`config.mk`:
```
export PLATFORM = sky130hd
export DESIGN_NAME = gps_denom
export DESIGN_NICKNAME = d
export VERILOG_FILES = /design/src/rtl/core/gps_pkg.sv /design/src/rtl/core/gps_denom.sv
export SDC_FILE = /design/constraint.sdc
export NUM_CORES = 1
export LEC_CHECK = 0
export ABC_AREA = 0
export ABC_CLOCK_PERIOD_IN_PS = 9800
export BUFFER_PORTS_ARGS = -buffer_cell sky130_fd_sc_hd__clkbuf_2
export CELL_PAD_IN_SITES_DETAIL_PLACEMENT = 2
export CELL_PAD_IN_SITES_GLOBAL_PLACEMENT = 2
export CORE_ASPECT_RATIO = 1.5
export CORE_UTILIZATION = 40
export DETAILED_ROUTE_END_ITERATION = 8
export GPL_ROUTABILITY_DRIVEN = 0
export PLACE_DENSITY = 0.87
export SLEW_MARGIN = 25
export SYNTH_ARGS = -nofsm -noshare
export SYNTH_HDL_FRONTEND = slang
export SYNTH_SLANG_ARGS = --single-unit
export TNS_END_PERCENT = 20
```
`constraint.sdc`:
```
create_clock -name i_clk -period 9.8 [get_ports i_clk]
set_input_delay 0.98 -clock i_clk [delete_from_list [all_inputs] [get_ports i_clk]]
set_output_delay 0.98 -clock i_clk [all_outputs]
set_load 0.05 [all_outputs]
```
`src/rtl/core/gps_pkg.sv`:
```
package gps_pkg;

    localparam int FRACTION_BITS = 16;

    // log word holds ((leading zeros + 1) << FRACTION_BITS) - log fraction
    localparam int LG_W  = FRACTION_BITS + 5;
    localparam int EXP_W = FRACTION_BITS + 9;
    localparam int K_W   = EXP_W - FRACTION_BITS;

    localparam int DIV_STAGES = 64;
    localparam int DEN_LAT    = 2;
    localparam int LOG_LAT    = FRACTION_BITS + 1;
    localparam int EXP_LAT    = FRACTION_BITS + 2;
    localparam int ALIGN_LAT  = LOG_LAT + EXP_LAT - DEN_LAT;
    localparam int LATENCY    = LOG_LAT + EXP_LAT + 2 * DIV_STAGES + 6;

    localparam logic [1:0] REG_P_SOLID      = 2'd0;
    localparam logic [1:0] REG_BETA         = 2'd1;
    localparam logic [1:0] REG_EPS          = 2'd2;
    localparam logic [1:0] REG_ALPHA_PACKED = 2'd3;

    // side words that ride along a divider pipe
    typedef struct packed {
        logic        sat;
        logic [63:0] w0;
        logic [63:0] w1;
    } t_div_tag;

    function automatic logic [63:0] isqrt64(input logic [63:0] x);
        logic [63:0] rem;
        logic [63:0] res;
        logic [63:0] one;
        rem = x;
        res = '0;
        one = 64'h4000_0000_0000_0000;
        for (int j = 0; j < 32; j++) begin
            if (rem >= res + one) begin
                rem = rem - (res + one);
                res = (res >> 1) + one;
            end else begin
                res = res >> 1;
            end
            one = one >> 2;
        end
        return res;
    endfunction

    // 2^32 * 2^(-2^-idx), evaluated at elaboration only
    function automatic logic [31:0] gps_root(input int idx);
        logic [31:0] c;
        logic [63:0] sq;
        c = 32'h8000_0000;
        for (int j = 0; j < idx; j++) begin
            sq = isqrt64({c, 32'h0});
            c  = sq[31:0];
        end
        return c;
    endfunction

endpackage

```
`src/rtl/core/gps_denom.sv`:
```
module gps_denom
    import gps_pkg::*;
(
    input  logic        i_clk,
    input  logic        i_rst_n,
    input  logic        i_valid,
    input  logic [15:0] i_alpha,
    input  logic [31:0] i_eps,
    input  logic [15:0] i_alpha_packed,
    output logic        o_valid,
    output logic [15:0] o_alpha,
    output logic [32:0] o_den
);

    logic [15:0] n_diff;
    logic [16:0] n_rest;
    logic [48:0] n_eps_prod;
    logic [32:0] n_dp;
    logic [32:0] n_de;
    logic [32:0] n_den;

    logic        r_v1;
    logic [15:0] r_diff;
    logic [48:0] r_eps_prod;
    logic [15:0] r_alpha1;
    logic        r_v2;
    logic [15:0] r_alpha2;
    logic [32:0] r_den;

    always_comb begin
        n_diff     = (i_alpha_packed > i_alpha) ? (i_alpha_packed - i_alpha) : 16'd0;
        n_rest     = 17'h1_0000 - {1'b0, i_alpha};
        n_eps_prod = 49'(i_eps) * 49'(n_rest);
    end

    always_comb begin
        n_dp  = {1'b0, r_diff, 16'h0};
        n_de  = r_eps_prod[48:16];
        n_den = (n_dp > n_de) ? n_dp : n_de;
        if (n_den == '0) begin
            n_den = 33'd1;
        end
    end

    always_ff @(posedge i_clk) begin
        if (!i_rst_n) begin
            r_v1 <= 1'b0;
            r_v2 <= 1'b0;
        end else begin
            r_v1 <= i_valid;
            r_v2 <= r_v1;
        end
    end

    always_ff @(posedge i_clk) begin
        r_diff     <= n_diff;
        r_eps_prod <= n_eps_prod;
        r_alpha1   <= i_alpha;
        r_alpha2   <= r_alpha1;
        r_den      <= n_den;
    end

    assign o_valid = r_v2;
    assign o_alpha = r_alpha2;
    assign o_den   = r_den;

endmodule

```
==> results of run 1 <==
flip-flops by register name, indices dropped and copies added, names as in the netlist:
register and cells:
o_den 33, r_eps_prod 33, o_alpha 16, r_v1 1
r_alpha1 16, r_diff 16, o_valid 1
layer usage:
metal	GRT usage, %	up-vias
met5	0	-
met4	23.3	0
met3	3.93	366
met2	62.4	688
met1	31.3	9102
li1	-	7110
worst reg2reg max path: stages (launching register included):
cell and delay, ps:
dfxtp_1 470, inv_1 120, ha_1 320, and4_1 260, a21oi_1 110, nand2_1 80, a221o_1 150, a21oi_1 90
nor2_2 490, buf_4 430, mux2_1 420
worst max path at each step:
stage	to
after floorplan	r_eps_prod[33]$_DFF_P_
after global placement	r_eps_prod[33]$_DFF_P_
after detailed placement	r_eps_prod[33]$_DFF_P_
after CTS	r_eps_prod[33]$_DFF_P_
after global routing	r_eps_prod[33]$_DFF_P_
final	r_eps_prod[33]$_DFF_P_
cells in the mapped netlist (all sizes together), types with 3 or more instances:
cell / count
a2111oi: 3
a211oi: 7
a21o: 28
a21oi: 50
a221o: 4
a31o: 3
a31oi: 3
and2: 164
and3: 12
and4: 5
buf: 11
clkbuf: 95
dfxtp: 116
fa: 448
ha: 154
inv: 595
mux2: 16
nand2: 410
nand2b: 5
nand3: 13
nand4: 14
nor2: 42
nor2b: 22
nor3: 22
nor4: 14
o211ai: 7
o21a: 6
o21ai: 24
o21bai: 4
o311ai: 4
or2: 3
or3: 3
xnor2: 35
xor2: 16
area by class of cell:
class / count / area, sq um
well taps: 676 / 846
flip-flops and latches: 116 / 2320
clock inverters: 9 / 199
multi-input cells: 1568 / 16200
fillers: 5603 / 28800
repair buffers: 136 / 756
clock buffers: 23 / 468
inverters: 595 / 2230
logic make-up after synthesis:
group | share of synthesized area [%]
adder cells (fa/ha/maj) | 51.8
AO/OA/AOI/OAI | 5.18
flip-flops | 11.0
multiplexers | 0.904
XOR/XNOR | 2.12
AND/OR/NAND/NOR | 16.5
buffers and inverters | 12.5
timing repair:
action,4_1_cts,5_1_grt
gates resized for setup,0,1
endpoints found under the setup margin,0,1
hold buffers,0,0
per-stage QoR:
step	utilization, %	area (sq um)	worst slack, ps
6_report	44.5	23000	398
5_1_grt	44.5	23000	89.5
4_1_cts	44.4	23000	455
3_5_place_dp	43.1	22400	208
3_3_place_gp	43.1	22400	1030
2_1_floorplan	-	21000	1720
==> results.rst, run 1 <==
.. list-table::
   :header-rows: 1

   * - Metric
     - Value
   * - Crit-path max FO
     - 21
   * - Critical path arrival
     - 9710 ps
   * - Crit start category
     - input pin
   * - Worst clock skew on the final layout
     - 10.3 ps
   * - Insertion delay of the later-clocked pin in the worst-skew pair
     - 440 ps
   * - # diodes
     - 0
   * - Worst hold stages
     - 0
   * - Most numerous cell on the critical path
     - fa_1
   * - Maximum operating frequency
     - 106 MHz
   * - Initial antenna violation count
     - 0
   * - Worst hold-check path type
     - reg2reg
   * - Layout cells sized above 1
     - 7.89%
   * - Top-area cell type share of the netlist area
     - 42.6%
   * - Number of buffers created by CTS
     - 17
   * - Time the worst path needs with I/O delays and setup
     - 9400 ps
   * - Wl on met1
     - 27900 um
   * - Distinct cell type count after synthesis
     - 66
   * - Number of nets produced by synthesis
     - 3054
   * - Buffers plus inverters on the worst setup path
     - 7
   * - Final count of hold timing violations
     - 0
   * - Aggregate global-route resource usage
     - 32.5%
   * - Endpoint kind of the worst setup timing path
     - register
   * - Wire length of the first global-routing pass
     - 129000 um
   * - Highest signal layer in the routed design
     - met4
   * - Number of standard cells in the layout, taps in and fillers out
     - 3123
   * - Iteration count of the initial detailed-routing pass
     - 4
   * - Hold Path Origin
     - r_alpha1[5]$_DFF_P_
   * - Total count of max-transition violations in the final report
     - 0
   * - Master of the slowest instance on the critical path
     - fa_1
   * - Depth of the critical timing path with buffers and inverters included
     - 29
   * - Share of async-settable or async-resettable flops after synthesis
     - 0%
   * - Worst-path clk slew
     - 60 ps
   * - Routed wire length per instance
     - 27.1 um
   * - Slew @ Worst Pin
     - 876 ps
   * - Maximum clock insertion buffer count
     - 2
   * - Hold Path Sink
     - o_alpha[5]$_DFF_P_
   * - Number of DRC markers after the initial detailed-route iteration
     - 642
   * - Final net count
     - 3103
   * - # IOs
     - 117
   * - Clock H-tree levels
     - 4
   * - Gr ovfl total
     - 0
   * - Hpwl dp
     - 66800 um
   * - Via Count
     - 17266
   * - Starting utilization of the core area
     - 40.6%
   * - Max-slew headroom at the worst pin
     - 41.1%
   * - Worst R2R Start
     - r_eps_prod[33]$_DFF_P_
   * - RSZ-0062 raised after global routing
     - no
   * - Area of the placeable core
     - 51800 sq um
   * - Top delay family on crit path
     - adder cells
   * - Cell depth of the worst flop-to-flop path
     - 10
   * - Vias in the first global route
     - 21817
   * - Number of register bits inferred by synthesis
     - 116
   * - Routed length on met3
     - 3270 um
   * - Portion of the post-synthesis area used by sequential elements
     - 11.0%
   * - Number of enable flip-flop cells after synthesis
     - 0
   * - Result of the run
     - finished clean
   * - Worst hold margin
     - 327 ps
   * - Worst setup path startpoint
     - i_alpha[1]
   * - DR vias/cell
     - 5.53
   * - Clock root buffer
     - clkbuf_16
   * - Main flop type after synthesis
     - dfxtp_1
   * - Number of placed instances with taps included
     - 3091
   * - Final cycle utilization of the critical path
     - 95.9%
   * - Die height
     - 283 um
   * - Setup slack, reg-to-reg
     - 6710 ps
   * - Synth Cell Area
     - 21000 sq um
   * - Number of setup buffers added after CTS
     - 0
   * - Slowest Stage Delay on Critical Path
     - 560 ps
   * - Most common library cell in the layout ignoring fill and taps
     - inv_1
   * - Port bufs
     - 116
   * - Met2 layer wire length in the routed design
     - 47000 um
   * - Largest cells by area after synthesis
     - fa_1 (43%), dfxtp_1 (11%), inv_1 (11%)
   * - Setup Viol. Count Final
     - 0
   * - Synthesis warning total
     - 0
   * - Total DRC errors in the routed layout
     - 0
   * - Chip width
     - 189 um
   * - Placement Rows
     - 102
   * - Aggregate routed wire length
     - 84500 um
   * - TritonCTS clock tree
     - yes
   * - Post-synthesis average cell area
     - 8.82 sq um
   * - Setup TNS
     - 0 ps
   * - Synth Instances
     - 2385
   * - Area grow syn2layout
     - 9.50%
   * - Clock net sink count
     - 116
   * - Detail Route Antenna Nets
     - 0
   * - Max capacitance violation total
     - 0
   * - Critical path required time
     - 10110 ps
   * - Largest net degree at the start of global routing
     - 34
   * - Type of the worst setup path
     - in2reg
   * - Commonest non-fill, non-tap cells in the layout
     - inv_1 (595), fa_1 (448), nand2_1 (410), and2_1 (164), ha_1 (154)
   * - Full die area
     - 53600 sq um
   * - Biggest area consumer among synthesized cells
     - fa_1
   * - End of the worst register-to-register path
     - o_den[18]$_SDFF_PN0_
Power of run 1 is not shown: default switching activity piles up to over one toggle a cycle in this logic, so the estimate is an artifact.
==> run 2: changes to the inputs <==
--- a/config.mk
+++ b/config.mk
@@ -15,6 +15,7 @@
 export DETAILED_ROUTE_END_ITERATION = 8
 export GPL_ROUTABILITY_DRIVEN = 0
 export PLACE_DENSITY = 0.87
+export RECOVER_POWER = 100
 export SLEW_MARGIN = 25
 export SYNTH_ARGS = -nofsm -noshare
 export SYNTH_HDL_FRONTEND = slang
==> results.rst, run 2 (synthesized netlist as in run 1, its figures left out) <==
.. list-table::
   :header-rows: 1

   * - Metric
     - Value
   * - Result of the run
     - finished clean (unchanged)
   * - Port bufs
     - 116 (unchanged)
   * - Hold Path Origin
     - r_alpha1[5]$_DFF_P_ (unchanged)
   * - Setup slack, reg-to-reg
     - 5820 ps (was 6710 ps)
   * - Iteration count of the initial detailed-routing pass
     - 5 (was 4)
   * - Setup Viol. Count Final
     - 0 (unchanged)
   * - Gr ovfl total
     - 0 (unchanged)
   * - Worst hold-check path type
     - reg2reg (unchanged)
   * - Wire length of the first global-routing pass
     - 129000 um (unchanged)
   * - Cell depth of the worst flop-to-flop path
     - 10 (unchanged)
   * - Max capacitance violation total
     - 0 (unchanged)
   * - Top delay family on crit path
     - adder cells (unchanged)
   * - Aggregate global-route resource usage
     - 32.5% (unchanged)
   * - Full die area
     - 53600 sq um (unchanged)
   * - Starting utilization of the core area
     - 40.6% (unchanged)
   * - # diodes
     - 0 (unchanged)
   * - Total DRC errors in the routed layout
     - 0 (unchanged)
   * - Area grow syn2layout
     - 8.99% (was 9.50%)
   * - Placement Rows
     - 102 (unchanged)
   * - Vias in the first global route
     - 21817 (unchanged)
   * - Count of hold-fix buffers inserted at cts
     - 0 (unchanged)
   * - Slew @ Worst Pin
     - 1370 ps (was 876 ps)
   * - Critical path required time
     - 10110 ps (about the same)
   * - Final cycle utilization of the critical path
     - 96.5% (was 95.9%)
   * - Worst clock skew on the final layout
     - 10.5 ps (was 10.3 ps)
   * - Total count of max-transition violations in the final report
     - 0 (unchanged)
   * - Final net count
     - 3103 (unchanged)
   * - Hold Path Sink
     - o_alpha[5]$_DFF_P_ (unchanged)
   * - Most common library cell in the layout ignoring fill and taps
     - inv_1 (unchanged)
   * - Commonest non-fill, non-tap cells in the layout
     - inv_1 (595), fa_1 (448), nand2_1 (410), and2_1 (162), ha_1 (154) (was inv_1 (595), fa_1 (448), nand2_1 (410), and2_1 (164), ha_1 (154))
   * - Chip width
     - 189 um (unchanged)
   * - TritonCTS clock tree
     - yes (unchanged)
   * - Detail Route Antenna Nets
     - 0 (unchanged)
   * - Die height
     - 283 um (unchanged)
   * - Aggregate routed wire length
     - 84500 um (about the same)
   * - Maximum clock insertion buffer count
     - 2 (unchanged)
   * - Insertion delay of the later-clocked pin in the worst-skew pair
     - 440 ps (about the same)
   * - Endpoint kind of the worst setup timing path
     - register (unchanged)
   * - Clock root buffer
     - clkbuf_16 (unchanged)
   * - Buffers plus inverters on the worst setup path
     - 7 (unchanged)
   * - Routed wire length per instance
     - 27.1 um (about the same)
   * - Crit-path max FO
     - 21 (unchanged)
   * - Crit start category
     - input pin (unchanged)
   * - Area of the placeable core
     - 51800 sq um (unchanged)
   * - Setup TNS
     - 0 ps (unchanged)
   * - Type of the worst setup path
     - in2reg (unchanged)
   * - Layout cells sized above 1
     - 4.99% (was 7.89%)
   * - Maximum operating frequency
     - 106 MHz (about the same)
   * - Number of DRC markers after the initial detailed-route iteration
     - 642 (unchanged)
   * - Critical path arrival
     - 9770 ps (was 9710 ps)
   * - Max-slew headroom at the worst pin
     - 8.83% (was 41.1%)
   * - Final count of hold timing violations
     - 0 (unchanged)
   * - Initial antenna violation count
     - 0 (unchanged)
   * - DR vias/cell
     - 5.52 (was 5.53)
   * - Number of buffers created by CTS
     - 17 (unchanged)
   * - # IOs
     - 117 (unchanged)
   * - Most numerous cell on the critical path
     - fa_1 (unchanged)
   * - Clock net sink count
     - 116 (unchanged)
   * - Master of the slowest instance on the critical path
     - fa_1 (unchanged)
   * - Clock H-tree levels
     - 4 (unchanged)
   * - Worst hold stages
     - 0 (unchanged)
   * - Largest net degree at the start of global routing
     - 34 (unchanged)
   * - End of the worst register-to-register path
     - o_den[18]$_SDFF_PN0_ (unchanged)
   * - Slowest Stage Delay on Critical Path
     - 570 ps (was 560 ps)
   * - Via Count
     - 17243 (was 17266)
   * - Depth of the critical timing path with buffers and inverters included
     - 29 (unchanged)
   * - Time the worst path needs with I/O delays and setup
     - 9460 ps (was 9400 ps)
   * - Worst-path clk slew
     - 60 ps (about the same)
   * - Hpwl dp
     - 66800 um (unchanged)
   * - Worst R2R Start
     - r_eps_prod[33]$_DFF_P_ (unchanged)
   * - RSZ-0062 raised after global routing
     - no (unchanged)
-- run 2: worst max-delay path by stage --
stage	start	to	slack, ps
6_report	i_alpha[1]	r_eps_prod[33]$_DFF_P_	340
5_1_grt	i_alpha[1]	r_eps_prod[33]$_DFF_P_	60
4_1_cts	i_alpha[2]	r_eps_prod[33]$_DFF_P_	460
3_5_place_dp	i_alpha[2]	r_eps_prod[33]$_DFF_P_	210
3_3_place_gp	i_alpha[2]	r_eps_prod[33]$_DFF_P_	1030
2_1_floorplan	i_alpha[0]	r_eps_prod[33]$_DFF_P_	1720
-- run 2: worst register-to-register path: stages, from the launching register on --
cell	delay (ps)
dfxtp_1	470
inv_1	120
ha_1	320
and4_1	260
a21oi_1	110
nand2_1	80
a221o_1	150
a21oi_1	80
nor2_1	730
clkbuf_1	1070
mux2_1	450
-- run 2: what timing repair did --
| item | 4_1_cts | 5_1_grt |
|---|---|---|
| setup endpoints to repair | 0 | 1 |
| setup buffers | 0 | 0 |
| resized for setup | 0 | 1 |
-- run 2: metal layers --
metal | GRT usage, % | vias up | routed length [um]
li1 | - | 7104 | -
met1 | 31.3 | 9064 | 27900
met2 | 62.4 | 704 | 47000
met3 | 3.93 | 371 | 3250
met4 | 23.3 | 0 | 6390
met5 | 0 | - | 0
-- run 2: metrics by stage --
step	setup slack, ps	util (%)	cell area, sq um	hold slack (ps)	std cells
finish	339	44.3	22900	325	3123
detailed placement	208	43.1	22400	314	3091
global route	59.2	44.3	22900	332	3123
CTS	455	44.4	23000	324	3123
floorplan	1720	-	21000	310	2385
global placement	1030	43.1	22400	310	3091
-- run 2: area by class of cell --
type | count | area (sq um)
inverters | 595 | 2230
multi-input cells | 1568 | 16200
flip-flops and latches | 116 | 2320
clock buffers | 23 | 468
repair buffers | 136 | 668
fillers | 5620 | 28900
clock inverters | 9 | 199
well taps | 676 | 846
Power of run 2 is left out for the same reason.
